--- src/design/top_k_by_count_list_defines.svh ---
// Assertion helpers used by the top-level design file.
`ifndef TOP_K_BY_COUNT_LIST_DEFINES_SVH
`define TOP_K_BY_COUNT_LIST_DEFINES_SVH

// Checked on every clock edge outside reset.
`define TKC_ASSERT(lbl, prop, msg) \
  lbl: assert property (@(posedge clk) disable iff (rst) prop) else $error(msg);

// Checked on every clock edge, reset included.
`define TKC_ASSERT_ALWAYS(lbl, prop, msg) \
  lbl: assert property (@(posedge clk) prop) else $error(msg);

`endif

--- src/design/tkc_pkg.sv ---
package tkc_pkg;

  // Field widths
  localparam int ID_W    = 16;
  localparam int COUNT_W = 32;
  localparam int RANK_W  = 4;
  localparam int OCC_W   = 5;
  localparam int KEEP_W  = 5;

  // Stream packing
  localparam int S_TDATA_W = 56;
  localparam int M_TDATA_W = 56;

  // Register reset value
  localparam logic [KEEP_W-1:0] KEEP_RESET = 5'd16;

  // Item kinds carried in s_tuser
  localparam logic MODE_INSERT = 1'b0;
  localparam logic MODE_READ   = 1'b1;

  // Broadcast from the top level to every cell
  typedef struct packed {
    logic               shift;
    logic [OCC_W-1:0]   held;
    logic [COUNT_W-1:0] new_count;
  } cell_ctrl_t;

endpackage

--- src/design/top_k_by_count_list.sv ---
// Channel   Dir  Beat contents (low bits first)
// s_*       in   tuser: mode; tdata: item_id, item_count, rank
// m_*       out  tuser: out_valid; tdata: out_id, out_count, occupancy
// cfg_*     in   data: keep_count
//
// One item per cycle while the output is not stalled: every cell compares its count
// with the new one and shifts in the same cycle, and the result lands in the output register.
// The output beat is registered and appears in the cycle after the input beat is taken.
// Reset clears the occupancy and the output valid, and sets keep_count to 16.
// A stalled output holds the result; the next input beat is taken in the
// cycle that result leaves.
`include "top_k_by_count_list_defines.svh"

module top_k_by_count_list
  import tkc_pkg::*;
#(
  parameter int CAPACITY = 16,
  parameter int ID_BITS  = 16
) (
  input  logic                 clk,
  input  logic                 rst,
  input  logic                 s_tvalid,
  output logic                 s_tready,
  input  logic [S_TDATA_W-1:0] s_tdata,   // item_id, item_count, rank
  input  logic                 s_tuser,   // mode
  output logic                 m_tvalid,
  input  logic                 m_tready,
  output logic [M_TDATA_W-1:0] m_tdata,   // out_id, out_count, occupancy
  output logic                 m_tuser,   // out_valid
  input  logic                 cfg_valid,
  output logic                 cfg_ready,
  input  logic [KEEP_W-1:0]    cfg_data
);

  localparam int TAP_W  = $clog2(CAPACITY + 1);
  localparam int CELL_W = $clog2(CAPACITY);

  logic [KEEP_W-1:0]  keep_count;
  logic [OCC_W-1:0]   held;
  logic [OCC_W-1:0]   held_next;
  logic [OCC_W-1:0]   limit;
  logic               s_acc;
  logic               drop;
  logic               rd_hit;
  logic [ID_W-1:0]    in_id;
  logic [COUNT_W-1:0] in_count;
  logic [RANK_W-1:0]  in_rank;
  logic [ID_BITS-1:0] new_id;
  cell_ctrl_t         ctrl;
  logic [TAP_W-1:0]   held_idx;
  logic [CELL_W-1:0]  rank_idx;

  logic [ID_BITS-1:0] tap_id    [CAPACITY+1];
  logic [COUNT_W-1:0] tap_count [CAPACITY+1];
  logic [ID_BITS-1:0] cell_id    [CAPACITY];
  logic [COUNT_W-1:0] cell_count [CAPACITY];

  logic               res_valid;
  logic [ID_BITS-1:0] res_id;
  logic [COUNT_W-1:0] res_count;

  // Unpack the input beat
  assign in_id    = s_tdata[ID_W-1:0];
  assign in_count = s_tdata[ID_W+COUNT_W-1:ID_W];
  assign in_rank  = s_tdata[ID_W+COUNT_W+RANK_W-1:ID_W+COUNT_W];
  assign new_id   = ID_BITS'(in_id);

  assign s_tready  = !m_tvalid || m_tready;
  assign s_acc     = s_tvalid && s_tready;
  assign cfg_ready = 1'b1;

  // Configuration register
  always_ff @(posedge clk) begin
    if (rst) begin
      keep_count <= KEEP_RESET;
    end else if (cfg_valid) begin
      keep_count <= cfg_data;
    end
  end

  // Effective limit: at least one, at most CAPACITY
  always_comb begin
    if (keep_count == '0) begin
      limit = OCC_W'(1);
    end else if (int'(keep_count) > CAPACITY) begin
      limit = OCC_W'(CAPACITY);
    end else begin
      limit = keep_count;
    end
  end

  assign drop = (held >= limit);

  // Control broadcast to the cell row
  assign ctrl.shift     = s_acc && (s_tuser == MODE_INSERT);
  assign ctrl.held      = held;
  assign ctrl.new_count = in_count;

  // Row of cells; tap 0 feeds the new entry into the head
  assign tap_id[0]    = new_id;
  assign tap_count[0] = in_count;

  for (genvar g = 0; g < CAPACITY; g++) begin : g_cell
    tkc_cell #(
      .ID_BITS (ID_BITS),
      .IDX     (g)
    ) u_cell (
      .clk           (clk),
      .ctrl          (ctrl),
      .new_id        (new_id),
      .nbr_id_in     (tap_id[g]),
      .nbr_count_in  (tap_count[g]),
      .nbr_id_out    (tap_id[g+1]),
      .nbr_count_out (tap_count[g+1]),
      .id            (cell_id[g]),
      .count         (cell_count[g])
    );
  end

  // Result selection: the entry pushed past the held range, or the rank read
  assign held_idx = TAP_W'(held);
  assign rank_idx = CELL_W'(in_rank);
  assign rd_hit   = ({1'b0, in_rank} < held);

  always_comb begin
    res_valid = 1'b0;
    res_id    = '0;
    res_count = '0;
    if (s_tuser == MODE_READ) begin
      if (rd_hit) begin
        res_valid = 1'b1;
        res_id    = cell_id[rank_idx];
        res_count = cell_count[rank_idx];
      end
    end else if (drop) begin
      res_valid = 1'b1;
      res_id    = tap_id[held_idx];
      res_count = tap_count[held_idx];
    end
  end

  // Occupancy
  always_comb begin
    held_next = held;
    if (s_acc && (s_tuser == MODE_INSERT) && !drop) begin
      held_next = held + OCC_W'(1);
    end
  end

  always_ff @(posedge clk) begin
    if (rst) begin
      held <= '0;
    end else begin
      held <= held_next;
    end
  end

  // Output register
  always_ff @(posedge clk) begin
    if (rst) begin
      m_tvalid <= 1'b0;
    end else if (s_acc) begin
      m_tvalid <= 1'b1;
    end else if (m_tready) begin
      m_tvalid <= 1'b0;
    end
  end

  always_ff @(posedge clk) begin
    if (s_acc) begin
      m_tuser <= res_valid;
      m_tdata <= {3'b000, held_next, res_count, ID_W'(res_id)};
    end
  end

  // Checks
  `TKC_ASSERT(a_held_bound, (int'(held) <= CAPACITY), "occupancy above capacity")
  `TKC_ASSERT(a_insert_grows,
    (s_acc && s_tuser == MODE_INSERT && !drop) |=> (held == $past(held) + OCC_W'(1)),
    "insert without drop did not grow occupancy")
  `TKC_ASSERT(a_read_keeps,
    (s_acc && s_tuser == MODE_READ) |=> (held == $past(held)),
    "read changed occupancy")
  `TKC_ASSERT_ALWAYS(a_reset_idle, rst |=> !m_tvalid, "output valid after reset")

endmodule

--- src/design/tkc_cell.sv ---
module tkc_cell
  import tkc_pkg::*;
#(
  parameter int ID_BITS = 16,
  parameter int IDX     = 0
) (
  input  logic               clk,
  input  cell_ctrl_t         ctrl,
  input  logic [ID_BITS-1:0] new_id,
  input  logic [ID_BITS-1:0] nbr_id_in,
  input  logic [COUNT_W-1:0] nbr_count_in,
  output logic [ID_BITS-1:0] nbr_id_out,
  output logic [COUNT_W-1:0] nbr_count_out,
  output logic [ID_BITS-1:0] id,
  output logic [COUNT_W-1:0] count
);

  logic keep;

  // An occupied cell whose count is not below the new one stays in place
  assign keep = (int'(ctrl.held) > IDX) && (count >= ctrl.new_count);

  // The first cell that does not keep takes the new entry; later ones shift down
  assign nbr_id_out    = keep ? new_id : id;
  assign nbr_count_out = keep ? ctrl.new_count : count;

  always_ff @(posedge clk) begin
    if (ctrl.shift && !keep) begin
      id    <= nbr_id_in;
      count <= nbr_count_in;
    end
  end

endmodule

--- config.mk ---
export PLATFORM = sky130hd
export DESIGN_NAME = top_k_by_count_list
export DESIGN_NICKNAME = d
export VERILOG_FILES = /design/src/design/tkc_pkg.sv /design/src/design/top_k_by_count_list.sv /design/src/design/tkc_cell.sv
export VERILOG_INCLUDE_DIRS = /design/src /design/src/design
export SDC_FILE = /design/constraint.sdc
export NUM_CORES = 2
export LEC_CHECK = 0
export BUFFER_PORTS_ARGS = -buffer_cell sky130_fd_sc_hd__clkbuf_2
export CORE_AREA = 3 3 351 353
export CTS_CLUSTER_DIAMETER = 40
export DETAILED_ROUTE_END_ITERATION = 10
export DIE_AREA = 0 0 354 356
export HOLD_SLACK_MARGIN = 0.06
export PLACE_DENSITY = 0.67
export SYNTH_ARGS = -nofsm -noshare
export SYNTH_HDL_FRONTEND = slang
export SYNTH_HIERARCHICAL = 1
export SYNTH_SLANG_ARGS = --single-unit
--- constraint.sdc ---
create_clock -name clk -period 6.3 [get_ports clk]
set_input_delay 0.63 -clock clk [delete_from_list [all_inputs] [get_ports clk]]
set_output_delay 0.63 -clock clk [all_outputs]
set_load 0.005 [all_outputs]
==> impl_metrics.tcl <==
set metrics [dict create \
    postCtsSetupRepairBufs 0 \
    cts.sinks 833 \
    hold_class "in -> reg" \
    critical_path_required_ns 6.76 \
    drv_cap 0 \
    synth_warnings 6 \
    setup_viol 0 \
    crit_fanout 44 \
    grt_util_met3_pct 8.60 \
    die_y_um 356 \
    status "finished, final reports clean" \
    cts_root_buf "clkbuf_16" \
    most-common-layout-cells "edfxtp_1, mux2_2, inv_1, ha_1, mux4_2" \
    drt.antenna.violating_nets 0 \
    r2r_start "g_cell[11].u_cell/count[9]$_DFFE_PP_" \
    startpoint "g_cell[11].u_cell/count[9]$_DFFE_PP_" \
    post_cts_resized 0 \
    synth_compound_area_share_pct 6.57 \
    cts_tree "done" \
    clk_latency_ns 0.77 \
    hold_viol 0 \
    placed_area_um2 63800 \
    start_kind "flip-flop" \
    busiest_layer "met2" \
    p_per_area_nw_per_um2 247 \
    total_power_mw 16.9 \
    synthToLayoutAreaGrowth_pct 12.0 \
    antenna_found_initial 8 \
    synth-edff-count 822 \
    firstDrtPassIters 8 \
    vias 44400 \
    final_nets 5265 \
    num_rows 127 \
    finClkSkew_ns 0.0434 \
    multiInputGateArea_um2 32600 \
    min_from "cfg_data[2]" \
    regToRegSetupSlack_ns 1.02 \
    synth.top_cell.area_share_pct 40.4 \
    worst_slew_pin_slew_ns 1.21 \
    max_clock_freq_mhz 189 \
    path_clk_slew_ns 0.05 \
    crit_path_max_incr_delay_ns 1.04 \
    synth_adder_area_share_pct 10.7 \
    holdPathStages 3 \
    r2r-end "m_tdata[18]$_DFFE_PP_" \
    synth_top_family_by_area "multiplexers" \
    hpwl_um 141000 \
    vias_per_cell 6.93 \
    grt_pass1_wl_um 307000 \
    holdPathEnd "keep_count[2]$_SDFFE_PP0P_" \
    slowest_stage "a21o_4" \
    finalCritPeriodShare_pct 83.8 \
    synth_xor_area_share_pct 0.0573 \
    avgSynthCellArea_um2 13.5 \
    grt-ovfl-total 0 \
    muxShareOfSynthArea_pct 31.3 \
    ioPinCount 127 \
    wirelength_um 218000 \
    drc 0 \
    routedWlPerCell_um 33.9 \
    fin_crit_ns 5.28 \
    ys_async_sr_fraction_pct 0 \
    critPathKind "reg -> reg" \
    synth-main-ff-cell "edfxtp_1" \
    die_area_um2 126000 \
    fillers 9607 \
    final-seq-area_um2 24900 \
    drive_above_1_share_pct 35.1 \
    htree_num_levels 4 \
    drv_slew 0 \
    yosysUniqueCellTypes 76 \
    start_util_pct 50.9 \
    cts_buffers 145 \
    ir_drop_v 0.000293 \
    end_kind "flip-flop" \
    synth.area.top_cells "edfxtp_1, mux4_2, mux2_2" \
    final_common_cell "edfxtp_1" \
    coreArea_um2 120000 \
    crit_buf_inv 1 \
    drtIter0Drc 6243 \
    crit_arrival_ns 5.74 \
    grt_max_degree 117 \
    relSlewSlack_pct 19.5 \
    cts_buffer_depth 3 \
    synth-seq-cells 833 \
    netlist_area_um2 61100 \
    synth_top_area_cell "edfxtp_1" \
    numPortBuffers 118 \
    hold_buffers 0 \
    gr-usage-met2_pct 53.5 \
    reg2reg_depth 13 \
    routabilityCongestion 0.982 \
    path_cells "ha_1 > and4_1 > o211ai_1 > or4_1 > o2111ai_1 > a21o_4 > buf_4 > mux2_2 > mux4_2 > nand2_1 > a311oi_1 > a31oi_1 > o22ai_1" \
    stdcell_area_um2 68500 \
    synthCells 4518 \
    rsz0062_at_grt "false" \
    fin_setup_tns_ns 0 \
    synth_seq_area_share_pct 40.7 \
    critPathTopFamily "compound AO/OA/AOI/OAI gates" \
    gr-usage-met1_pct 42.7 \
    p_leak_nw 27.2 \
    synth_simple_gate_area_share_pct 4.41 \
    first_global_vias 44000 \
    grt_usage_pct 33.8 \
    chipWidth_um 354 \
]
cell families after synthesis:
logic type               count (synthesis)
AO/OA/AOI/OAI                          610
XOR/XNOR                                 4
adder cells (fa/ha/maj)                521
buffers and inverters                  817
flip-flops                             833
multiplexers                          1208
other                                    2
AND/OR/NAND/NOR                        523
worst register-to-register path: cells and delay by family (launching register included):
family	cells	cell delay (ns)
simple gates	3	0.94
compound gates	6	2.00
mux	2	0.85
buf+inv	1	0.37
flops	1	0.48
fa+ha+maj	1	0.35
sequential cells by signal (all words and copies together) (netlist names):
name	count
g_cell.u_cell/count	512
g_cell.u_cell/id	256
held	5
keep_count	5
m_tdata	53
m_tuser	1
m_tvalid	1
layer usage:
metal  wire [um]  part of all wire (%)
met4       13000                   6.0
met1       77700                    36
met5          10                0.0046
met3       26300                    12
met2      101000                    46
worst max path at each step:
stage	to	slack, ns	cells after the start
2_1_floorplan	g_cell[11].u_cell/count[0]$_DFFE_PP_	1.69	9
6_report	m_tdata[18]$_DFFE_PP_	1.02	13
3_3_place_gp	m_tdata[18]$_DFFE_PP_	0.68	15
5_1_grt	m_tdata[19]$_DFFE_PP_	0.99	14
3_5_place_dp	m_tdata[19]$_DFFE_PP_	0.61	14
4_1_cts	m_tdata[18]$_DFFE_PP_	1.20	13
through the flow:
step                      hold WS (ns)  setup WS (ns)  utilization, %  std cells
after detailed placement         0.509          0.607            53.1       6142
after floorplan                  0.461           1.69               -       4520
after global placement           0.494          0.678            53.1       6142
after CTS                       0.0880           1.20            57.0       6405
final                            0.134           1.02            57.0       6412
after global routing             0.133          0.990            57.0       6408
layout make-up:
type / count / area share (%)
antenna: 7 / 0.0256
clock buffer: 168 / 5.55
clock inverter: 95 / 1.32
inverter: 581 / 3.19
multi-input combinational: 2870 / 47.6
sequential: 833 / 36.4
tap: 1612 / 2.94
timing repair buffer: 246 / 3.01
power breakdown:
group | internal [mW] | switching (mW)
logic | 1.08 | 1.47
clock network | 4.76 | 2.98
registers | 6.40 | 0.217
cells in the mapped netlist, types with 10 or more instances:
| library cell | n |
|---|---|
| and4_1 | 43 |
| a2111oi_0 | 14 |
| o21ai_0 | 72 |
| a21o_1 | 10 |
| mux4_2 | 384 |
| a31oi_1 | 59 |
| or4_1 | 17 |
| mux2_2 | 628 |
| nand2b_1 | 26 |
| o211ai_1 | 21 |
| buf_6 | 35 |
| a21oi_1 | 169 |
| a221oi_1 | 18 |
| buf_2 | 42 |
| a211oi_1 | 17 |
| edfxtp_1 | 822 |
| buf_1 | 13 |
| nor2_1 | 59 |
| buf_4 | 59 |
| ha_1 | 521 |
| clkbuf_1 | 73 |
| buf_12 | 11 |
| nand2_1 | 226 |
| o21a_1 | 18 |
| dfxtp_1 | 11 |
| mux2_4 | 135 |
| inv_1 | 580 |
| nand4_1 | 43 |
| and2_1 | 16 |
| a311oi_1 | 56 |
| mux4_1 | 47 |
| o22ai_1 | 101 |
| nand3_1 | 48 |
Power figures use the tool's default switching activity.
